## config.mk

```make
export PLATFORM = sky130hd
export DESIGN_NAME = lfu_page_replacement_flat
export DESIGN_NICKNAME = d
export VERILOG_FILES = /design/src/rtl/core/lfu_pkg.sv /design/src/rtl/core/lfu_if.sv /design/src/rtl/core/lfu_front.sv /design/src/rtl/core/lfu_back.sv /design/src/rtl/core/lfu_page_replacement.sv /design/src/flat_wrapper.sv
export SDC_FILE = /design/constraint.sdc
export NUM_CORES = 2
export LEC_CHECK = 0
export BUFFER_PORTS_ARGS = -buffer_cell sky130_fd_sc_hd__buf_4
export CAP_MARGIN = 20
export CORE_ASPECT_RATIO = 1.4
export CORE_MARGIN = 8
export CORE_UTILIZATION = 50
export DETAILED_ROUTE_END_ITERATION = 12
export MAX_ROUTING_LAYER = met4
export PLACE_DENSITY = 0.75
export SLEW_MARGIN = 20
export SYNTH_ARGS = -nofsm -noshare
export SYNTH_HDL_FRONTEND = slang
export SYNTH_SLANG_ARGS = --single-unit
```

## constraint.sdc

```tcl
create_clock -name clk -period 15.5 [get_ports clk]
set_clock_uncertainty 0.2 [all_clocks]
set_input_delay 1.55 -clock clk [delete_from_list [all_inputs] [get_ports clk]]
set_output_delay 1.55 -clock clk [all_outputs]
set_load 0.03 [all_outputs]
```

## src/rtl/core/lfu_pkg.sv

```systemverilog
// shared constants and types of the lfu page replacement block
package lfu_pkg;

  localparam int FRAMES     = 8;
  localparam int PAGE_BITS  = 16;
  localparam int COUNT_BITS = 32;

  // fixed field widths of the ports
  localparam int PAGE_W     = 16;
  localparam int FIDX_W     = 3;
  localparam int TOTAL_BITS = 32;
  localparam int CFG_W      = 4;

  // internal frame index width
  localparam int IDX_W = (FRAMES > 1) ? $clog2(FRAMES) : 1;
  // candidates left after the first comparison level
  localparam int L1_N  = (FRAMES + 1) / 2;

  // request queue depth between front and back
  localparam int QDEPTH = 2;
  localparam int Q_AW   = (QDEPTH > 1) ? $clog2(QDEPTH) : 1;
  localparam int Q_CW   = $clog2(QDEPTH + 1);

  localparam logic [COUNT_BITS-1:0] COUNT_MAX = {COUNT_BITS{1'b1}};
  localparam logic [TOTAL_BITS-1:0] TOTAL_MAX = {TOTAL_BITS{1'b1}};

  // head of the request queue as seen by the back end
  typedef struct packed {
    logic                 valid;
    logic [PAGE_BITS-1:0] page;
  } q_head_t;

endpackage

```

## src/rtl/core/lfu_if.sv

```systemverilog
// request and result channel interfaces
interface lfu_req_if import lfu_pkg::*; ();
  logic              valid;
  logic              ready;
  logic [PAGE_W-1:0] page;

  modport source (output valid, output page, input ready);
  modport sink (input valid, input page, output ready);
endinterface

interface lfu_res_if import lfu_pkg::*; ();
  logic                  valid;
  logic                  ready;
  logic                  hit;
  logic [FIDX_W-1:0]     frame_index;
  logic                  evicted_valid;
  logic [PAGE_W-1:0]     evicted_page;
  logic [TOTAL_BITS-1:0] fault_count;

  modport source (output valid, output hit, output frame_index, output evicted_valid,
                  output evicted_page, output fault_count, input ready);
  modport sink (input valid, input hit, input frame_index, input evicted_valid,
                input evicted_page, input fault_count, output ready);
endinterface

```

## src/rtl/core/lfu_front.sv

```systemverilog
// front end: takes requests and holds them in a short queue
module lfu_front import lfu_pkg::*; (
  input  logic    clk,
  input  logic    rst_n,
  lfu_req_if.sink req,
  input  logic    pop,
  output q_head_t head
);

  logic [PAGE_BITS-1:0] q_mem_r [QDEPTH];
  logic [Q_AW-1:0]      wr_ptr_r;
  logic [Q_AW-1:0]      rd_ptr_r;
  logic [Q_CW-1:0]      count_r;
  logic                 push;
  logic                 do_pop;

  assign req.ready  = (count_r != Q_CW'(QDEPTH));
  assign push       = req.valid && req.ready;
  assign head.valid = (count_r != '0);
  assign head.page  = q_mem_r[rd_ptr_r];
  assign do_pop     = pop && head.valid;

  always_ff @(posedge clk) begin
    if (!rst_n) begin
      wr_ptr_r <= '0;
      rd_ptr_r <= '0;
      count_r  <= '0;
    end else begin
      if (push) begin
        wr_ptr_r <= (wr_ptr_r == Q_AW'(QDEPTH - 1)) ? '0 : wr_ptr_r + 1'b1;
      end
      if (do_pop) begin
        rd_ptr_r <= (rd_ptr_r == Q_AW'(QDEPTH - 1)) ? '0 : rd_ptr_r + 1'b1;
      end
      if (push && !do_pop) begin
        count_r <= count_r + 1'b1;
      end else if (!push && do_pop) begin
        count_r <= count_r - 1'b1;
      end
    end
  end

  always_ff @(posedge clk) begin
    if (push) begin
      q_mem_r[wr_ptr_r] <= PAGE_BITS'(req.page);
    end
  end

endmodule

```

## src/rtl/core/lfu_back.sv

```systemverilog
// back end: tag match, least-count search and frame table update
module lfu_back import lfu_pkg::*; (
  input  logic             clk,
  input  logic             rst_n,
  input  logic [CFG_W-1:0] frames_cfg,
  input  q_head_t          head,
  output logic             pop,
  lfu_res_if.source        res
);

  typedef enum logic [2:0] {
    ST_IDLE   = 3'b001,
    ST_SCAN   = 3'b010,
    ST_COMMIT = 3'b100
  } back_st_t;

  back_st_t st_r, st_nxt;

  // frame table
  logic [PAGE_BITS-1:0]  frame_page_r [FRAMES];
  logic [FRAMES-1:0]     frame_valid_r;
  logic [COUNT_BITS-1:0] use_count_r [FRAMES];
  logic [TOTAL_BITS-1:0] fault_total_r;

  logic [PAGE_BITS-1:0]  req_page_r;

  // scan results
  logic                  hit_r, hit_c;
  logic [IDX_W-1:0]      hit_idx_r, hit_idx_c;
  logic [COUNT_BITS-1:0] l1_cnt_r [L1_N];
  logic [IDX_W-1:0]      l1_idx_r [L1_N];
  logic [COUNT_BITS-1:0] l1_cnt_c [L1_N];
  logic [IDX_W-1:0]      l1_idx_c [L1_N];
  logic [COUNT_BITS-1:0] eff_cnt [FRAMES];
  logic [FRAMES-1:0]     active;

  // commit side
  logic [COUNT_BITS-1:0] best_cnt;
  logic [IDX_W-1:0]      best_idx;
  logic [IDX_W-1:0]      slot;
  logic                  do_commit;
  logic [TOTAL_BITS-1:0] total_upd;
  logic [COUNT_BITS-1:0] cnt_upd;

  // result register
  logic                  out_valid_r;
  logic                  res_hit_r;
  logic [FIDX_W-1:0]     res_idx_r;
  logic                  res_ev_valid_r;
  logic [PAGE_W-1:0]     res_ev_page_r;
  logic [TOTAL_BITS-1:0] res_total_r;

  // frame 0 always takes part, otherwise only frames below the configured count do
  always_comb begin
    for (int i = 0; i < FRAMES; i++) begin
      active[i] = (i == 0) || (32'(frames_cfg) > 32'(i));
    end
  end

  always_comb begin
    hit_c     = 1'b0;
    hit_idx_c = '0;
    for (int i = FRAMES - 1; i >= 0; i--) begin
      if (active[i] && frame_valid_r[i] && (frame_page_r[i] == req_page_r)) begin
        hit_c     = 1'b1;
        hit_idx_c = IDX_W'(i);
      end
    end
    // empty frames count as zero, inactive ones can never win
    for (int i = 0; i < FRAMES; i++) begin
      if (!active[i]) begin
        eff_cnt[i] = COUNT_MAX;
      end else if (frame_valid_r[i]) begin
        eff_cnt[i] = use_count_r[i];
      end else begin
        eff_cnt[i] = '0;
      end
    end
    // first level, lower index kept on ties
    for (int j = 0; j < L1_N; j++) begin
      l1_cnt_c[j] = eff_cnt[2*j];
      l1_idx_c[j] = IDX_W'(2*j);
      if ((2*j + 1) < FRAMES) begin
        if (eff_cnt[2*j+1] < eff_cnt[2*j]) begin
          l1_cnt_c[j] = eff_cnt[2*j+1];
          l1_idx_c[j] = IDX_W'(2*j + 1);
        end
      end
    end
  end

  always_comb begin
    best_cnt = l1_cnt_r[0];
    best_idx = l1_idx_r[0];
    for (int j = 1; j < L1_N; j++) begin
      if (l1_cnt_r[j] < best_cnt) begin
        best_cnt = l1_cnt_r[j];
        best_idx = l1_idx_r[j];
      end
    end
  end

  assign slot      = hit_r ? hit_idx_r : best_idx;
  assign do_commit = (st_r == ST_COMMIT) && (!out_valid_r || res.ready);
  assign total_upd = (fault_total_r != TOTAL_MAX) ? fault_total_r + 1'b1 : fault_total_r;
  assign cnt_upd   = (use_count_r[slot] != COUNT_MAX) ? use_count_r[slot] + 1'b1
                                                      : use_count_r[slot];

  always_comb begin
    st_nxt = st_r;
    case (st_r)
      ST_IDLE: begin
        if (head.valid) begin
          st_nxt = ST_SCAN;
        end
      end
      ST_SCAN: begin
        st_nxt = ST_COMMIT;
      end
      ST_COMMIT: begin
        if (do_commit) begin
          st_nxt = head.valid ? ST_SCAN : ST_IDLE;
        end
      end
      default: begin
        st_nxt = ST_IDLE;
      end
    endcase
  end

  assign pop = head.valid && ((st_r == ST_IDLE) || do_commit);

  always_ff @(posedge clk) begin
    if (!rst_n) begin
      st_r          <= ST_IDLE;
      frame_valid_r <= '0;
      fault_total_r <= '0;
      out_valid_r   <= 1'b0;
      for (int i = 0; i < FRAMES; i++) begin
        use_count_r[i] <= '0;
      end
    end else begin
      st_r <= st_nxt;
      if (do_commit) begin
        out_valid_r <= 1'b1;
      end else if (res.ready) begin
        out_valid_r <= 1'b0;
      end
      if (do_commit) begin
        if (hit_r) begin
          use_count_r[slot] <= cnt_upd;
        end else begin
          use_count_r[slot]   <= COUNT_BITS'(1);
          frame_valid_r[slot] <= 1'b1;
          fault_total_r       <= total_upd;
        end
      end
    end
  end

  always_ff @(posedge clk) begin
    if (pop) begin
      req_page_r <= head.page;
    end
    if (st_r == ST_SCAN) begin
      hit_r     <= hit_c;
      hit_idx_r <= hit_idx_c;
      for (int j = 0; j < L1_N; j++) begin
        l1_cnt_r[j] <= l1_cnt_c[j];
        l1_idx_r[j] <= l1_idx_c[j];
      end
    end
    if (do_commit) begin
      if (!hit_r) begin
        frame_page_r[slot] <= req_page_r;
      end
      res_hit_r      <= hit_r;
      res_idx_r      <= FIDX_W'(slot);
      res_ev_valid_r <= !hit_r && frame_valid_r[slot];
      res_ev_page_r  <= (!hit_r && frame_valid_r[slot]) ? PAGE_W'(frame_page_r[slot]) : '0;
      res_total_r    <= hit_r ? fault_total_r : total_upd;
    end
  end

  assign res.valid         = out_valid_r;
  assign res.hit           = res_hit_r;
  assign res.frame_index   = res_idx_r;
  assign res.evicted_valid = res_ev_valid_r;
  assign res.evicted_page  = res_ev_page_r;
  assign res.fault_count   = res_total_r;

endmodule

```

## src/rtl/core/lfu_page_replacement.sv

```systemverilog
// top level of the lfu page replacement block
//
// in_req carries one page request per handshake (valid/ready, 16-bit page)
// out_res returns one result per request, in order: hit flag, frame index,
// evicted page with its valid flag, and the saturating fault total
// cfg_we/cfg_wdata write frames_in_use (0 acts as 1, above 8 acts as 8);
// write it only while no request is in flight
//
// latency: a request accepted at one edge shows its result three edges later
// at the earliest (queue, scan, commit)
// throughput: one request every 2 cycles, set by the back end's scan/commit
// loop, since each lookup needs the counts left by the previous one
//
// reset (synchronous, active low) empties the queue, marks all frames empty,
// clears use counts and the fault total, and sets frames_in_use to 8;
// no clearing pass is needed
// when the receiver stalls, the result stays in the output register, the
// back end holds its commit and the 2-entry queue keeps taking requests
// until full, then in_req.ready drops
module lfu_page_replacement import lfu_pkg::*; (
  input  logic             clk,
  input  logic             rst_n,
  lfu_req_if.sink          in_req,
  lfu_res_if.source        out_res,
  input  logic             cfg_we,
  input  logic [CFG_W-1:0] cfg_wdata
);

  // frames_in_use register
  logic [CFG_W-1:0] cfg_frames_r;
  // queue head toward the back end
  q_head_t          head;
  logic             pop;

  always_ff @(posedge clk) begin
    if (!rst_n) begin
      cfg_frames_r <= CFG_W'(FRAMES);
    end else if (cfg_we) begin
      cfg_frames_r <= cfg_wdata;
    end
  end

  // front end: request queue
  lfu_front u_front (
    .clk   (clk),
    .rst_n (rst_n),
    .req   (in_req),
    .pop   (pop),
    .head  (head)
  );

  // back end: match, victim search, table update and result register
  lfu_back u_back (
    .clk        (clk),
    .rst_n      (rst_n),
    .frames_cfg (cfg_frames_r),
    .head       (head),
    .pop        (pop),
    .res        (out_res)
  );

endmodule

```

## src/flat_wrapper.sv

```systemverilog
// flat-port wrapper written by rule: the top's interface ports become plain ports
module lfu_page_replacement_flat import lfu_pkg::*;
  (clk, rst_n, cfg_we, cfg_wdata, in_req_valid, in_req_page, in_req_ready, out_res_valid, out_res_hit, out_res_frame_index, out_res_evicted_valid, out_res_evicted_page, out_res_fault_count, out_res_ready);
  lfu_req_if in_req_i ();
  lfu_res_if out_res_i ();
  input  logic clk;
  input  logic rst_n;
  input  logic cfg_we;
  input  logic [CFG_W-1:0] cfg_wdata;
  input wire logic [$bits(in_req_i.valid)-1:0] in_req_valid;
  input wire logic [$bits(in_req_i.page)-1:0] in_req_page;
  output wire logic [$bits(in_req_i.ready)-1:0] in_req_ready;
  output wire logic [$bits(out_res_i.valid)-1:0] out_res_valid;
  output wire logic [$bits(out_res_i.hit)-1:0] out_res_hit;
  output wire logic [$bits(out_res_i.frame_index)-1:0] out_res_frame_index;
  output wire logic [$bits(out_res_i.evicted_valid)-1:0] out_res_evicted_valid;
  output wire logic [$bits(out_res_i.evicted_page)-1:0] out_res_evicted_page;
  output wire logic [$bits(out_res_i.fault_count)-1:0] out_res_fault_count;
  input wire logic [$bits(out_res_i.ready)-1:0] out_res_ready;
  assign in_req_i.valid = in_req_valid;
  assign in_req_i.page = in_req_page;
  assign in_req_ready = in_req_i.ready;
  assign out_res_valid = out_res_i.valid;
  assign out_res_hit = out_res_i.hit;
  assign out_res_frame_index = out_res_i.frame_index;
  assign out_res_evicted_valid = out_res_i.evicted_valid;
  assign out_res_evicted_page = out_res_i.evicted_page;
  assign out_res_fault_count = out_res_i.fault_count;
  assign out_res_i.ready = out_res_ready;
  lfu_page_replacement u_core (.clk(clk), .rst_n(rst_n), .in_req(in_req_i), .out_res(out_res_i), .cfg_we(cfg_we), .cfg_wdata(cfg_wdata));
endmodule
```

==> results.md <==
* Fin. Hold Viols at 0
* Yosys warnings at 0
* Synth area leaders: edfxtp_1 (49%), ha_1 (7.3%), a21oi_1 (4.5%)
* Max-slew violation count at 0
* P_leak at 15.56 nW
* CTS Root Cell: clkbuf_16
* Residual DRC at 0
* GR Layer Usage met2 at a little under half
* Final core utilization at a little under three fifths
* Nets at approximately 3800
* Mapped Avg Cell Area at approximately 11 sq um
* I/O pin count at 80
* Worst min-delay path class: reg -> reg
* Max Root-Sink Buffers at 3
* R2r setup slk at 1680 ps
* Share of the synthesized area in the top cell type at about 49%
* Vias per Instance at about 6.6
* Relative slew slack at a little under a fifth
* Async SR Flop Fraction at 0%
* Via Count at between 30000 and 40000
* Cell variety after synth at between 90 and 100
* Yosys top cell by area: edfxtp_1
* Slowest CP cell: nand2_2
* Critical Path End Type: register
* Outcome: complete, no violations
* Power Density at 126.6 nW/um^2
* DP Cell Count at between 4000 and 5000
* Flop pwr share at around 44%
* Worst-path fanout max at between 60 and 70
* Max Fclk at ~0.072 GHz
* CTS tree: yes
* Fin crit period at approximately 14000 ps
* Number of flops mapped to enable cells by yosys at 621
* Core Box Area at 75190 sq um
* Worst Hold Launch: u_core.u_back.fault_total_r[29]
* M1 GR Usage at 32.02%
* Non-Filler Instances at 4606
* FF+latch count, synth at 673
* Synthesized area at 37880 sq um
* GRT overflow at 0
* Die Area at 84940 sq um
* Total track usage at between 20 and 30%
* DRT antenna net count at 0
* Hold Worst Slack at 294.0 ps
* Area Overhead vs Synth at 10.03%
* Die H at approximately 340 um
* Initial antenna violation count at 3
* Post-detail-place hpwl at 85880 um
* Hold Buf Count CTS at 0
* Synth Flop Type: edfxtp_1
* WL/cell at between 20 and 30 um
* Initial DRT Pass Iterations at 8
* GR peak layer: met2
* # fillers at ~6200
* Reg2reg path depth at 36
* Critical Path Max Stage Delay at approximately 850 ps
* Required @ worst endpoint at 15690 ps
* Layout cells sized above 1 at ~10%
* Arrival time worst endpoint at about 14000 ps
* Final period util at just under 90%
* Crit path from: u_core.u_back.l1_cnt_r[1][6]
* CP startpoint kind: register
* Most common cell in the netlist: edfxtp_1
* Number of global-route vias before repair at 29065
* Worst slew pin tran at 1184 ps
* Placer's final routability congestion estimate at 1.040
* First-pass GRT wire length at approximately 180000 um
* Post-CTS Repair Setup Buffers at 0
* Top cells by count, synth: edfxtp_1 (621), nor2_1 (441), a21oi_1 (342)
* RSZ-0062 raised after global routing: false
* CTS sink cnt at ~670
* Die Span X at 248.6 um
* Port bufs at between 70 and 80
* Worst VDD drop at 0.1306 mV
* WS Path Type: reg -> reg
* Post-Route WL at around 120000 um
* Hold Path Depth at 2
* Critical R2R Capture: u_core.u_back.use_count_r[6][11]
* Final setup TNS at 0 ps
* Starting Density at roughly half
* Clk network pwr share at approximately 30%
* Switching share of power at between 30% and 40%
* Clk pin slew, worst setup/hold paths at 70 ps
* Post_cts resized at 0
* Syn Nets at ~3800
* Mapped Cells at 3593
* H-tree levels at 2
* M3 GR Usage at roughly 5.6%
* Skew-Pair Late Insertion Delay at ~670 ps
* Register area share after synthesis at 51.98%
* DRT iter0 DRCs at 4179
* Logic pwr share at 25.6%
* Largest net degree at the start of global routing at 90
* Sw power at approximately 1.8 mW
* R2r startpoint: u_core.u_back.l1_cnt_r[1][6]
* Internal power at roughly 3.5 mW
* Worst setup path end: u_core.u_back.use_count_r[6][11]
* FP Rows at between 100 and 150
* Maxcap violations at 0
* Final setup vio count at 0
* Num CTS Buffers at 60
## worst max-delay path: cells and delay by family, from the launching register on
kind	cells	cell delay, ps
adders and majority gates	3	1040
DFF	1	390
AOI/OAI and AO/OA	16	5250
buffers and inverters	2	1040
and+or+nand+nor	14	4950
xor gates and xnor gates	1	530
## layout by cell type (no fill, tap or decap), drive strengths merged, types with 35 or more instances in the layout
| cell type | Yosys | final |
|---|---|---|
| nand2 | 337 | 337 |
| mux2 | 38 | 38 |
| xnor2 | 169 | 169 |
| buf | 35 | 146 |
| clkbuf | 184 | 69 |
| o31a | 40 | 40 |
| nor3 | 54 | 54 |
| a22oi | 36 | 36 |
| nor2 | 441 | 441 |
| nand3 | 94 | 94 |
| inv | 125 | 128 |
| nand4 | 78 | 78 |
| dfxtp | 52 | 52 |
| o21a | 44 | 44 |
| a21oi | 343 | 343 |
| o21ai | 112 | 112 |
| edfxtp | 621 | 621 |
| and2 | 35 | 35 |
| mux2i | 94 | 94 |
| xor2 | 50 | 50 |
| ha | 220 | 220 |
## per-layer routing
| layer | up-vias | part of all wire, % |
|---|---|---|
| li1 | 13156 | - |
| met1 | 14190 | 34 |
| met2 | 2192 | 47 |
| met3 | 641 | 11 |
| met4 | 0 | 8.8 |
| met5 | - | 0 |
## how the worst min path moves through the flow
stage                                            to  slack, ps
floorplan           u_core.u_back.fault_total_r[29]        260
global placement     u_core.u_back.frame_valid_r[0]        270
detailed placement   u_core.u_back.frame_valid_r[3]        290
CTS                 u_core.u_back.fault_total_r[29]        300
global route         u_core.u_back.frame_valid_r[3]        340
finish              u_core.u_back.fault_total_r[29]        290
## through the flow
step	worst slack, ps	power (mW)	cell area (sq um)
after floorplan	3984	3.201	37880
after global placement	2101	3.632	39580
after detailed placement	1866	3.651	39580
after CTS	1844	5.224	41650
after global routing	885.4	5.424	41670
final	1683	5.275	41680
## cells by family (layout without fill, tap and decap cells)
logic type,count (synthesis),count (layout),synth area share (%)
compound gates,825,825,14.10
flops,673,673,51.98
other cells,0,4,0
buf+inv,345,386,3.597
mux,132,132,3.614
xor+xnor,219,219,5.391
simple gates,1179,1179,14.05
fa+ha+maj,220,220,7.268
## power groups by stage
| stage | clock [mW] | combinational [mW] | sequential (mW) |
|---|---|---|---|
| finish | 1.60 | 1.35 | 2.32 |
| global placement | 0 | 1.28 | 2.35 |
| global route | 1.67 | 1.42 | 2.33 |
| CTS | 1.60 | 1.30 | 2.32 |
| detailed placement | 0 | 1.29 | 2.36 |
| floorplan | 0 | 0.951 | 2.25 |
## area by class of cell
class                      instances  area, sq um  share of cell area [%]
clock inverter                    45        540.5                   1.297
multi-input combinational       2575        17100                   41.04
clock buffer                      69         1535                   3.684
timing repair buffer             146         1109                   2.660
inverter                         126        475.5                   1.141
antenna                            4        10.01                 0.02402
sequential                       673        19690                   47.25
tap                              968         1211                   2.906
## flip-flops by register name, indices dropped and copies added, names as in the netlist, 2 cells and up
name / cells
u_core.u_back.frame_valid_r: 8
u_core.cfg_frames_r: 4
u_core.u_front.count_r: 2
u_core.u_back.req_page_r: 16
u_core.u_back.hit_idx_r: 3
u_core.u_back.l1_idx_r: 4
u_core.u_back.l1_cnt_r: 128
u_core.u_back.frame_page_r: 128
u_core.u_back.res.fault_count: 32
u_core.u_back.res.evicted_page: 16
u_core.u_back.res.frame_index: 3
u_core.u_back.use_count_r: 256
u_core.u_front.q_mem_r: 32
u_core.u_back.fault_total_r: 32
u_core.u_back.st_r: 3
Power figures use the tool's default switching activity.
